## src/sv/skol_pkg.sv

```systemverilog
// Types and constants of the shared key ownership ledger.
`default_nettype none

package skol_pkg;

   // Request codes
   typedef enum logic [2:0] {
      REQ_ACQUIRE        = 3'd0,
      REQ_REPEAT         = 3'd1,
      REQ_RELEASE        = 3'd2,
      REQ_RELEASE_OWNER  = 3'd3,
      REQ_RELEASE_ALL    = 3'd4,
      REQ_RELEASE_EXCEPT = 3'd5,
      REQ_OWNS           = 3'd6
   } skol_req_type;

   // Edge kinds
   localparam logic [1:0] KIND_RELEASE = 2'd0;
   localparam logic [1:0] KIND_PRESS   = 2'd1;
   localparam logic [1:0] KIND_REPEAT  = 2'd2;

   // Result status codes
   localparam logic [1:0] ST_REJECT = 2'd0;
   localparam logic [1:0] ST_EDGE   = 2'd1;
   localparam logic [1:0] ST_QUIET  = 2'd2;
   localparam logic [1:0] ST_DONE   = 2'd3;

   // Field widths
   localparam int REQ_W   = 3;
   localparam int OWNER_W = 4;
   localparam int KEY_W   = 6;
   localparam int KEEP_W  = 16;
   localparam int AOC_W   = 5;
   localparam int HKC_W   = 7;

   // Sequencer states
   typedef enum logic [2:0] {
      S_IDLE,
      S_PAIR,
      S_OWN,
      S_KRD,
      S_KWR,
      S_FLUSH
   } skol_state_type;

endpackage

`default_nettype wire

```

## src/sv/skol_row_ram.sv

```systemverilog
// Holding matrix memory: one row per key, sync read, per-row valid bits.
`default_nettype none

module skol_row_ram
   import skol_pkg::*;
#(
   parameter int WIDTH = 16,
   parameter int DEPTH = 64
)(
   input  wire logic                     clock,
   input  wire logic                     reset,
   input  wire logic                     rd_en,
   input  wire logic [$clog2(DEPTH)-1:0] rd_addr,
   output logic      [WIDTH-1:0]         rd_data,
   input  wire logic                     wr_en,
   input  wire logic [$clog2(DEPTH)-1:0] wr_addr,
   input  wire logic [WIDTH-1:0]         wr_data
);

   logic [WIDTH-1:0] row_mem [DEPTH];
   logic [WIDTH-1:0] rd_word_ff;
   logic             rd_valid_ff;
   logic [DEPTH-1:0] valid_ff;

   // Storage array, registered read
   always_ff @(posedge clock) begin
      if (wr_en) begin
         row_mem[wr_addr] <= wr_data;
      end
      if (rd_en) begin
         rd_word_ff <= row_mem[rd_addr];
      end
   end

   // Row valid bits; a row never written reads as empty
   always_ff @(posedge clock) begin
      if (reset) begin
         valid_ff    <= '0;
         rd_valid_ff <= 1'b0;
      end else begin
         if (wr_en) begin
            valid_ff[wr_addr] <= 1'b1;
         end
         if (rd_en) begin
            rd_valid_ff <= valid_ff[rd_addr];
         end
      end
   end

   assign rd_data = rd_valid_ff ? rd_word_ff : '0;

endmodule

`default_nettype wire

```

## src/sv/shared_key_ownership_ledger.sv

```systemverilog
// Shared key ownership ledger: top level with request sequencer and owner counts.
//
// Requests: a transfer happens at a rising edge with start high and busy low.
// req_type selects acquire, repeat, release, release owner, release all,
// release all except keep mask, or owns query.
// Results: rsp_valid marks each result for exactly one cycle; rsp_last marks
// the final result of a request. The receiver has no way to stall the block.
// Single pair requests (acquire, repeat, release, owns, unknown) take one
// read-modify-write of the key row; busy is already low when the result
// shows, so a new request can be taken then.
// Bulk releases first sweep the owner slots, then walk every key row with a
// read and a write state each, then give the final result.
// Each freed key gives one release result, ascending; the last one freed
// comes with the final result.
// Reset empties the holding matrix through per-row valid bits and clears all
// counts at once; no clearing pass is needed.
`default_nettype none

module shared_key_ownership_ledger
   import skol_pkg::*;
#(
   parameter int OWNER_SLOTS = 16,
   parameter int KEY_SLOTS   = 64
)(
   input  wire logic               clock,
   input  wire logic               reset,
   input  wire logic               start,
   output logic                    busy,
   input  wire logic [REQ_W-1:0]   req_type,
   input  wire logic [OWNER_W-1:0] req_owner_slot,
   input  wire logic [KEY_W-1:0]   req_key_index,
   input  wire logic [KEEP_W-1:0]  req_keep_mask,
   output logic                    rsp_valid,
   output logic                    rsp_event_valid,
   output logic [1:0]              rsp_event_kind,
   output logic [KEY_W-1:0]        rsp_event_key,
   output logic [1:0]              rsp_status,
   output logic                    rsp_owns_flag,
   output logic [AOC_W-1:0]        rsp_active_owner_count,
   output logic [HKC_W-1:0]        rsp_held_key_count,
   output logic                    rsp_last
);

   localparam int OW = $clog2(OWNER_SLOTS);
   localparam int KW = $clog2(KEY_SLOTS);
   localparam int CW = $clog2(KEY_SLOTS + 1);
   localparam int AW = $clog2(OWNER_SLOTS + 1);
   localparam int HW = $clog2(KEY_SLOTS + 1);

   // Control and request registers
   skol_state_type         state_ff, state_in;
   logic [REQ_W-1:0]       op_ff, op_in;
   logic [OW-1:0]          own_idx_ff, own_idx_in;
   logic                   own_ok_ff, own_ok_in;
   logic [KW-1:0]          key_idx_ff, key_idx_in;
   logic                   key_ok_ff, key_ok_in;
   logic [OWNER_SLOTS-1:0] rm_ff, rm_in;
   logic [OW-1:0]          o_ff, o_in;
   logic [KW-1:0]          k_ff, k_in;

   // Ledger state outside the row memory
   logic [OWNER_SLOTS-1:0] active_ff, active_in;
   logic [AW-1:0]          act_total_ff, act_total_in;
   logic [HW-1:0]          held_total_ff, held_total_in;

   // Pending freed key of a bulk walk
   logic                   pend_ff, pend_in;
   logic [KW-1:0]          pend_key_ff, pend_key_in;
   logic [HW-1:0]          pend_held_ff, pend_held_in;

   // Result registers
   logic                   rsp_valid_ff, rsp_valid_in;
   logic                   rsp_ev_ff, rsp_ev_in;
   logic [1:0]             rsp_kind_ff, rsp_kind_in;
   logic [KEY_W-1:0]       rsp_key_ff, rsp_key_in;
   logic [1:0]             rsp_status_ff, rsp_status_in;
   logic                   rsp_owns_ff, rsp_owns_in;
   logic [AOC_W-1:0]       rsp_aoc_ff, rsp_aoc_in;
   logic [HKC_W-1:0]       rsp_hkc_ff, rsp_hkc_in;
   logic                   rsp_last_ff, rsp_last_in;

   // Per-owner key counts; an owner with a clear active bit counts zero
   logic [CW-1:0]          cnt_mem [OWNER_SLOTS];
   logic [CW-1:0]          cnt_rd_ff;
   logic                   cnt_we;
   logic [CW-1:0]          cnt_wdata;

   // Row memory port
   logic                   row_rd_en;
   logic [KW-1:0]          row_rd_addr;
   logic [OWNER_SLOTS-1:0] row_rd_data;
   logic                   row_wr_en;
   logic [KW-1:0]          row_wr_addr;
   logic [OWNER_SLOTS-1:0] row_wr_data;

   // Decoded request and working values
   logic                   accept;
   logic                   req_bulk;
   logic [6:0]             own7;
   logic [6:0]             key7;
   logic                   pair_ok;
   logic [OWNER_SLOTS-1:0] owner_bit;
   logic                   pair_held;
   logic [CW-1:0]          cnt_cur;
   logic [OWNER_SLOTS-1:0] row_new;
   logic                   o_last;
   logic                   k_last;

   skol_row_ram #(
      .WIDTH(OWNER_SLOTS),
      .DEPTH(KEY_SLOTS)
   ) u_rows (
      .clock   (clock),
      .reset   (reset),
      .rd_en   (row_rd_en),
      .rd_addr (row_rd_addr),
      .rd_data (row_rd_data),
      .wr_en   (row_wr_en),
      .wr_addr (row_wr_addr),
      .wr_data (row_wr_data)
   );

   assign busy   = (state_ff != S_IDLE);
   assign accept = start && !busy;
   assign own7   = 7'(req_owner_slot);
   assign key7   = 7'(req_key_index);

   assign req_bulk = (req_type == REQ_RELEASE_OWNER) || (req_type == REQ_RELEASE_ALL) ||
                     (req_type == REQ_RELEASE_EXCEPT);

   assign pair_ok   = own_ok_ff && key_ok_ff;
   assign owner_bit = pair_ok ? ({{(OWNER_SLOTS-1){1'b0}}, 1'b1} << own_idx_ff) : '0;
   assign pair_held = pair_ok && ((row_rd_data & owner_bit) != '0);
   assign cnt_cur   = active_ff[own_idx_ff] ? cnt_rd_ff : '0;
   assign o_last    = (o_ff == OW'(OWNER_SLOTS - 1));
   assign k_last    = (k_ff == KW'(KEY_SLOTS - 1));

   // Next state
   always_comb begin
      state_in = state_ff;
      unique case (state_ff)
         S_IDLE: begin
            if (accept) begin
               state_in = req_bulk ? S_OWN : S_PAIR;
            end
         end
         S_PAIR:  state_in = S_IDLE;
         S_OWN: begin
            if (o_last) begin
               state_in = S_KRD;
            end
         end
         S_KRD:   state_in = S_KWR;
         S_KWR:   state_in = k_last ? S_FLUSH : S_KRD;
         S_FLUSH: state_in = S_IDLE;
         default: state_in = S_IDLE;
      endcase
   end

   // Datapath and results
   always_comb begin
      op_in         = op_ff;
      own_idx_in    = own_idx_ff;
      own_ok_in     = own_ok_ff;
      key_idx_in    = key_idx_ff;
      key_ok_in     = key_ok_ff;
      rm_in         = rm_ff;
      o_in          = o_ff;
      k_in          = k_ff;
      active_in     = active_ff;
      act_total_in  = act_total_ff;
      held_total_in = held_total_ff;
      pend_in       = pend_ff;
      pend_key_in   = pend_key_ff;
      pend_held_in  = pend_held_ff;
      rsp_valid_in  = 1'b0;
      rsp_ev_in     = rsp_ev_ff;
      rsp_kind_in   = rsp_kind_ff;
      rsp_key_in    = rsp_key_ff;
      rsp_status_in = rsp_status_ff;
      rsp_owns_in   = rsp_owns_ff;
      rsp_aoc_in    = rsp_aoc_ff;
      rsp_hkc_in    = rsp_hkc_ff;
      rsp_last_in   = rsp_last_ff;
      cnt_we        = 1'b0;
      cnt_wdata     = cnt_cur;
      row_rd_en     = 1'b0;
      row_rd_addr   = k_ff;
      row_wr_en     = 1'b0;
      row_wr_addr   = key_idx_ff;
      row_wr_data   = row_rd_data;
      row_new       = row_rd_data & ~rm_ff;

      unique case (state_ff)
         // Capture the request and start the row read of a single pair request
         S_IDLE: begin
            if (accept) begin
               op_in      = req_type;
               own_ok_in  = own7 < 7'(OWNER_SLOTS);
               key_ok_in  = key7 < 7'(KEY_SLOTS);
               own_idx_in = own7[OW-1:0];
               key_idx_in = key7[KW-1:0];
               o_in       = '0;
               pend_in    = 1'b0;
               for (int o = 0; o < OWNER_SLOTS; o++) begin
                  if (req_type == REQ_RELEASE_OWNER) begin
                     rm_in[o] = (own7 < 7'(OWNER_SLOTS)) && (own7 == 7'(o));
                  end else if (req_type == REQ_RELEASE_EXCEPT && o < KEEP_W) begin
                     rm_in[o] = ~req_keep_mask[4'(o)];
                  end else begin
                     rm_in[o] = 1'b1;
                  end
               end
               row_rd_en   = !req_bulk;
               row_rd_addr = key7[KW-1:0];
            end
         end

         // Single pair read-modify-write
         S_PAIR: begin
            rsp_valid_in  = 1'b1;
            rsp_ev_in     = 1'b0;
            rsp_kind_in   = KIND_RELEASE;
            rsp_key_in    = '0;
            rsp_status_in = ST_REJECT;
            rsp_owns_in   = 1'b0;
            rsp_last_in   = 1'b1;
            case (op_ff)
               REQ_ACQUIRE: begin
                  if (pair_ok && !pair_held) begin
                     row_wr_en   = 1'b1;
                     row_wr_data = row_rd_data | owner_bit;
                     cnt_we      = 1'b1;
                     cnt_wdata   = cnt_cur + CW'(1);
                     if (!active_ff[own_idx_ff]) begin
                        active_in[own_idx_ff] = 1'b1;
                        act_total_in          = act_total_ff + AW'(1);
                     end
                     if (row_rd_data == '0) begin
                        held_total_in = held_total_ff + HW'(1);
                        rsp_ev_in     = 1'b1;
                        rsp_kind_in   = KIND_PRESS;
                        rsp_key_in    = KEY_W'(key_idx_ff);
                        rsp_status_in = ST_EDGE;
                     end else begin
                        rsp_status_in = ST_QUIET;
                     end
                  end
               end
               REQ_REPEAT: begin
                  if (pair_held) begin
                     rsp_ev_in     = 1'b1;
                     rsp_kind_in   = KIND_REPEAT;
                     rsp_key_in    = KEY_W'(key_idx_ff);
                     rsp_status_in = ST_EDGE;
                  end
               end
               REQ_RELEASE: begin
                  if (pair_held) begin
                     row_wr_en   = 1'b1;
                     row_wr_data = row_rd_data & ~owner_bit;
                     cnt_we      = 1'b1;
                     cnt_wdata   = cnt_cur - CW'(1);
                     if (cnt_cur == CW'(1)) begin
                        active_in[own_idx_ff] = 1'b0;
                        act_total_in          = act_total_ff - AW'(1);
                     end
                     if ((row_rd_data & ~owner_bit) == '0) begin
                        held_total_in = held_total_ff - HW'(1);
                        rsp_ev_in     = 1'b1;
                        rsp_kind_in   = KIND_RELEASE;
                        rsp_key_in    = KEY_W'(key_idx_ff);
                        rsp_status_in = ST_EDGE;
                     end else begin
                        rsp_status_in = ST_QUIET;
                     end
                  end
               end
               REQ_OWNS: begin
                  rsp_status_in = ST_DONE;
                  rsp_owns_in   = pair_held;
               end
               default: begin
                  rsp_status_in = ST_REJECT;
               end
            endcase
            rsp_aoc_in = AOC_W'(act_total_in);
            rsp_hkc_in = HKC_W'(held_total_in);
         end

         // Owner sweep: drop released owners from the active count
         S_OWN: begin
            if (rm_ff[o_ff] && active_ff[o_ff]) begin
               active_in[o_ff] = 1'b0;
               act_total_in    = act_total_ff - AW'(1);
            end
            if (o_last) begin
               k_in = '0;
            end else begin
               o_in = o_ff + OW'(1);
            end
         end

         // Key walk, read half
         S_KRD: begin
            row_rd_en   = 1'b1;
            row_rd_addr = k_ff;
         end

         // Key walk, write half; a freed key pushes out the previous one
         S_KWR: begin
            if ((row_rd_data & rm_ff) != '0) begin
               row_wr_en   = 1'b1;
               row_wr_addr = k_ff;
               row_wr_data = row_new;
               if (row_new == '0) begin
                  held_total_in = held_total_ff - HW'(1);
                  if (pend_ff) begin
                     rsp_valid_in  = 1'b1;
                     rsp_ev_in     = 1'b1;
                     rsp_kind_in   = KIND_RELEASE;
                     rsp_key_in    = KEY_W'(pend_key_ff);
                     rsp_status_in = ST_DONE;
                     rsp_owns_in   = 1'b0;
                     rsp_aoc_in    = AOC_W'(act_total_ff);
                     rsp_hkc_in    = HKC_W'(pend_held_ff);
                     rsp_last_in   = 1'b0;
                  end
                  pend_in      = 1'b1;
                  pend_key_in  = k_ff;
                  pend_held_in = held_total_in;
               end
            end
            if (!k_last) begin
               k_in = k_ff + KW'(1);
            end
         end

         // Final result of a bulk request
         S_FLUSH: begin
            rsp_valid_in  = 1'b1;
            rsp_ev_in     = pend_ff;
            rsp_kind_in   = KIND_RELEASE;
            rsp_key_in    = pend_ff ? KEY_W'(pend_key_ff) : '0;
            rsp_status_in = ST_DONE;
            rsp_owns_in   = 1'b0;
            rsp_aoc_in    = AOC_W'(act_total_ff);
            rsp_hkc_in    = pend_ff ? HKC_W'(pend_held_ff) : HKC_W'(held_total_ff);
            rsp_last_in   = 1'b1;
            pend_in       = 1'b0;
         end

         default: begin
            rsp_valid_in = 1'b0;
         end
      endcase
   end

   // Owner count memory
   always_ff @(posedge clock) begin
      if (cnt_we) begin
         cnt_mem[own_idx_ff] <= cnt_wdata;
      end
      if (accept) begin
         cnt_rd_ff <= cnt_mem[own_idx_in];
      end
   end

   // Control state
   always_ff @(posedge clock) begin
      if (reset) begin
         state_ff      <= S_IDLE;
         active_ff     <= '0;
         act_total_ff  <= '0;
         held_total_ff <= '0;
         pend_ff       <= 1'b0;
         rsp_valid_ff  <= 1'b0;
      end else begin
         state_ff      <= state_in;
         active_ff     <= active_in;
         act_total_ff  <= act_total_in;
         held_total_ff <= held_total_in;
         pend_ff       <= pend_in;
         rsp_valid_ff  <= rsp_valid_in;
      end
   end

   // Payload registers
   always_ff @(posedge clock) begin
      op_ff         <= op_in;
      own_idx_ff    <= own_idx_in;
      own_ok_ff     <= own_ok_in;
      key_idx_ff    <= key_idx_in;
      key_ok_ff     <= key_ok_in;
      rm_ff         <= rm_in;
      o_ff          <= o_in;
      k_ff          <= k_in;
      pend_key_ff   <= pend_key_in;
      pend_held_ff  <= pend_held_in;
      rsp_ev_ff     <= rsp_ev_in;
      rsp_kind_ff   <= rsp_kind_in;
      rsp_key_ff    <= rsp_key_in;
      rsp_status_ff <= rsp_status_in;
      rsp_owns_ff   <= rsp_owns_in;
      rsp_aoc_ff    <= rsp_aoc_in;
      rsp_hkc_ff    <= rsp_hkc_in;
      rsp_last_ff   <= rsp_last_in;
   end

   assign rsp_valid              = rsp_valid_ff;
   assign rsp_event_valid        = rsp_ev_ff;
   assign rsp_event_kind         = rsp_kind_ff;
   assign rsp_event_key          = rsp_key_ff;
   assign rsp_status             = rsp_status_ff;
   assign rsp_owns_flag          = rsp_owns_ff;
   assign rsp_active_owner_count = rsp_aoc_ff;
   assign rsp_held_key_count     = rsp_hkc_ff;
   assign rsp_last               = rsp_last_ff;

endmodule

`default_nettype wire

```

## config.mk

```make
export PLATFORM = sky130hd
export DESIGN_NAME = shared_key_ownership_ledger
export DESIGN_NICKNAME = d
export VERILOG_FILES = /design/src/sv/skol_pkg.sv /design/src/sv/skol_row_ram.sv /design/src/sv/shared_key_ownership_ledger.sv
export SDC_FILE = /design/constraint.sdc
export NUM_CORES = 2
export LEC_CHECK = 0
export ABC_AREA = 1
export BUFFER_PORTS_ARGS = -buffer_cell sky130_fd_sc_hd__buf_2
export CAP_MARGIN = 20
export CELL_PAD_IN_SITES_DETAIL_PLACEMENT = 2
export CELL_PAD_IN_SITES_GLOBAL_PLACEMENT = 2
export CORE_AREA = 2 2 375 377
export CTS_BUF_LIST = sky130_fd_sc_hd__clkbuf_8
export DETAILED_ROUTE_END_ITERATION = 12
export DIE_AREA = 0 0 377 379
export PLACE_DENSITY = 0.86
export SLEW_MARGIN = 20
export SYNTH_ARGS = -nofsm -noshare
export SYNTH_HDL_FRONTEND = slang
export SYNTH_SLANG_ARGS = --single-unit
```

## constraint.sdc

```tcl
create_clock -name clock -period 4.5 [get_ports clock]
set_clock_uncertainty 0.05 [all_clocks]
set_input_delay 0.45 -clock clock [delete_from_list [all_inputs] [get_ports clock]]
set_output_delay 0.45 -clock clock [all_outputs]
set_load 0.02 [all_outputs]
```

==> implementation parameters <==
Parameter                              Value

Yosys
  Total of flip-flops plus latches after synthesis    ~1,300
  Largest area contributor in the synthesized netlist    edfxtp_1
  Post-synth EDFFs    1,232
  Sequential cell area fraction in the yosys report    0.6914
  Most instantiated flip-flop cell in the synthesis netlist    edfxtp_1
  Mapped Nets    4,858
  Cell area after technology mapping    around 56,000 um2
  Top-area cell type share of the netlist area    0.6552
  Top post-synthesis cells by area    edfxtp_1, o21ai_0, nor2_1
  Async S/R FF share, synth    0
  Warning count from the yosys run    0
  Mapped Avg Cell Area    11.72 um2
  Cell count after synthesis    a little under 5,000
  Count of distinct cell types in the synthesized netlist    49

Global route
  Vias in the first global route    48,980
  GRT Resource Usage Total    0.3430
  Maximum number of pins on one net before global-route repair    120
  Number of antenna violations at the first check in global routing    5
  Overflow left after global routing    0
  First-pass GRT wire length    357,600 um

Placed design
  Number of placed instances, taps included    6,541
  Buffers added on ports    50
  Gp weighted congestion    0.8918
  Detailed Place HPWL    136,100 um
  DP Worst Slack    around 0.37 ns

Clock tree
  Clock H-tree levels    4
  Number of clock buffers inserted by TritonCTS    221
  Clock tree root driver cell    clkbuf_8
  TritonCTS clock tree    built
  Skew-Pair Late Insertion Delay    1.00 ns
  Clock-pin slew of the registers on the worst-case setup and hold paths    0.07 ns
  Maximum clock path buffer count    3
  Number of sinks on the clock net    roughly 1,300

Worst setup path
  Reg-to-reg setup timing slack    0.02 ns
  Nature of the critical path endpoint    flip-flop
  Critical path launch point type    flip-flop
  CP Data Required Time    a little over 5 ns
  Worst path bufs/invs    6
  Crit Path Max Fanout    32
  Critical Setup Path Class    reg -> reg
  Maximum single-stage delay on the critical path    0.53 ns
  Critical Path, Cell by Cell    buf_4 > nand2_2 > inv_1 > nand2_1 > o21ai_0 > nor2_1 > nand4_2 > inv_1 > a21oi_1 > clkinv_1 > a21oi_1 > o21ai_4 > buf_16 > buf_4
  Worst setup path start    u_rows.rd_valid_ff
  Worst R2R Start    u_rows.rd_valid_ff
  Dominant delay contributor by cell family on the critical path    buffers and inverters
  Crit path arrival time    5.03 ns
  Cell with the largest stage delay on the worst path    clkinv_1

Die
  Initial core utilization    0.4067
  Std-Cell Core Area    roughly 140,000 um2
  Count of boundary I/O pins    between 50 and 60
  Die Width    377 um
  Number of placement rows    137
  Die area    approximately 140,000 um2
  Die H    379 um

Timing
  Post-Route Setup TNS    0 ns
  Final Critical Period    4.484 ns
  Final clock period utilization by the worst path    0.9965
  Minimum setup slack in the final design    around 0.016 ns
  Transition time of the tightest slew-check pin    1.129 ns
  Number of failing setup endpoints in the final timing report    0
  Max transition margin    0.2474
  Final hold violation count    0
  Peak Freq    0.2230 GHz
  Slew Viols, Final    0

Final layout
  Area grow syn2layout    14.56%
  Ratio of cells with drive above 1 in the final layout    0.1430
  Multi-input gate area    15,370 um2
  Highest-count cells in the layout ignoring fill and taps    edfxtp_1, nor2_1, o21ai_0
  Count of filler cells inserted in the layout    13,620
  # nets final    a little over 5,000
  Final std cells w/o fill    7,016
  Most frequent standard cell in the layout excluding fill and tap cells    edfxtp_1
  Sequential cell area    39,040 um2

Job
  Number of max-cap violations    0

Power
  Power per unit of standard cell area    666.8 nW/um2
  Worst voltage drop across the vdd grid    364.1 uV
  P_leak    0.02268 uW
  Overall Power    43,130 uW

Hold path
  Min-delay worst type    in -> reg
  Min-Delay Startpoint    req_key_index[1]

Drt
  Number of vias in the routed layout    45,940
  Average wire per cell in the routed design    between 30 and 40 um
  Total detailed-routing wirelength    between 200,000 and 300,000 um
  DR pass1 iterations    8
  Number of DRC markers after the initial detailed-route iteration    ~6,100
  Detailed-route vias per instance    between 6 and 7
  Remaining antenna violation count after routing    0
  Residual DRC count    0

Outcome
  Result of the run    finished, final reports clean
==> area by class of cell <==
cell class / count / share of cell area
tap: 1807 / 0.03495
inverter: 299 / 0.01795
antenna: 5 / 0.0001934
clock buffer: 235 / 0.05000
clock inverter: 183 / 0.01422
sequential: 1334 / 0.6035
multi-input combinational: 2877 / 0.2376
timing repair buffer: 276 / 0.04162
==> kinds of logic after synthesis <==
group / after synthesis / synth area share
simple gates: 1517 / 0.1173
xor+xnor: 15 / 0.002327
buf+inv: 605 / 0.04232
flops: 1334 / 0.6914
fa+ha+maj: 10 / 0.002216
compound gates: 1335 / 0.1445
==> flip-flops by register name (all words and copies together), names as in the netlist, 7 cells and up, named ones only <==
signal              count
cnt_mem               112
u_rows.valid_ff        64
held_total_ff           7
u_rows.rd_word_ff      16
u_rows.row_mem       1024
rm_ff                  16
pend_held_ff            7
cnt_rd_ff               7
rsp_held_key_count      7
==> synthesized netlist by cell type (12+ instances only) <==
| library cell | instances |
|---|---|
| edfxtp_1 | 1232 |
| nor2_1 | 633 |
| o21ai_0 | 614 |
| nand2_1 | 423 |
| o211ai_1 | 314 |
| inv_1 | 263 |
| nand3_1 | 260 |
| clkbuf_1 | 233 |
| a21oi_1 | 134 |
| o221ai_1 | 118 |
| or2_2 | 115 |
| dfxtp_1 | 102 |
| o22ai_1 | 84 |
| buf_2 | 54 |
| nand4_1 | 24 |
| inv_2 | 23 |
| nand2_2 | 15 |
| o21ai_1 | 15 |
| a31oi_1 | 14 |
| o31ai_1 | 14 |
| clkinv_1 | 12 |
| nor2_2 | 12 |
| nor2_4 | 12 |
| nor3_1 | 12 |
| xor2_1 | 12 |
==> power breakdown <==
group / internal, uW / leakage [uW] / switching, uW / total (uW)
sequential: 15000 / 0.0122 / 391 / 15400
combinational: 3940 / 0.00805 / 12800 / 16700
clock: 5080 / 0.00244 / 5900 / 11000
==> metrics by stage <==
step | hold WS, ns | instance area (um2) | util
3_3_place_gp | 0.3863 | 59720 | 0.4301
2_1_floorplan | 0.3801 | 56470 | -
5_1_grt | 0.1545 | 64680 | 0.4658
3_5_place_dp | 0.4063 | 59780 | 0.4305
6_report | 0.1670 | 64690 | 0.4659
4_1_cts | 0.1114 | 64260 | 0.4628
==> per-layer routing <==
| metal | vias up | part of all wire | global-route usage |
|---|---|---|---|
| met1 | 23720 | 0.37 | 0.4082 |
| met5 | - | 0.000052 | 0 |
| li1 | 18110 | - | - |
| met2 | 3111 | 0.48 | 0.5744 |
| met4 | 2 | 0.069 | 0.2011 |
| met3 | 1001 | 0.082 | 0.07295 |
==> final timing paths <==
kind	endpoint	cells after the start
max	u_rows.row_mem[8][14]	14
min	key_idx_ff[1]	2
max reg2reg	u_rows.row_mem[8][14]	14
min reg2reg	u_rows.valid_ff[20]	2
==> timing repair <==
| action | 4_1_cts | 5_1_grt |
|---|---|---|
| hold buffers | 33 | 0 |
| endpoints found under the setup margin | 26 | 561 |
| pin swaps | 0 | 2 |
| buffers inserted | 0 | 7 |
| endpoints found under the hold margin | 31 | 0 |
| gates resized for setup | 1 | 9 |
No activity file was read; power rests on OpenSTA's default activity.
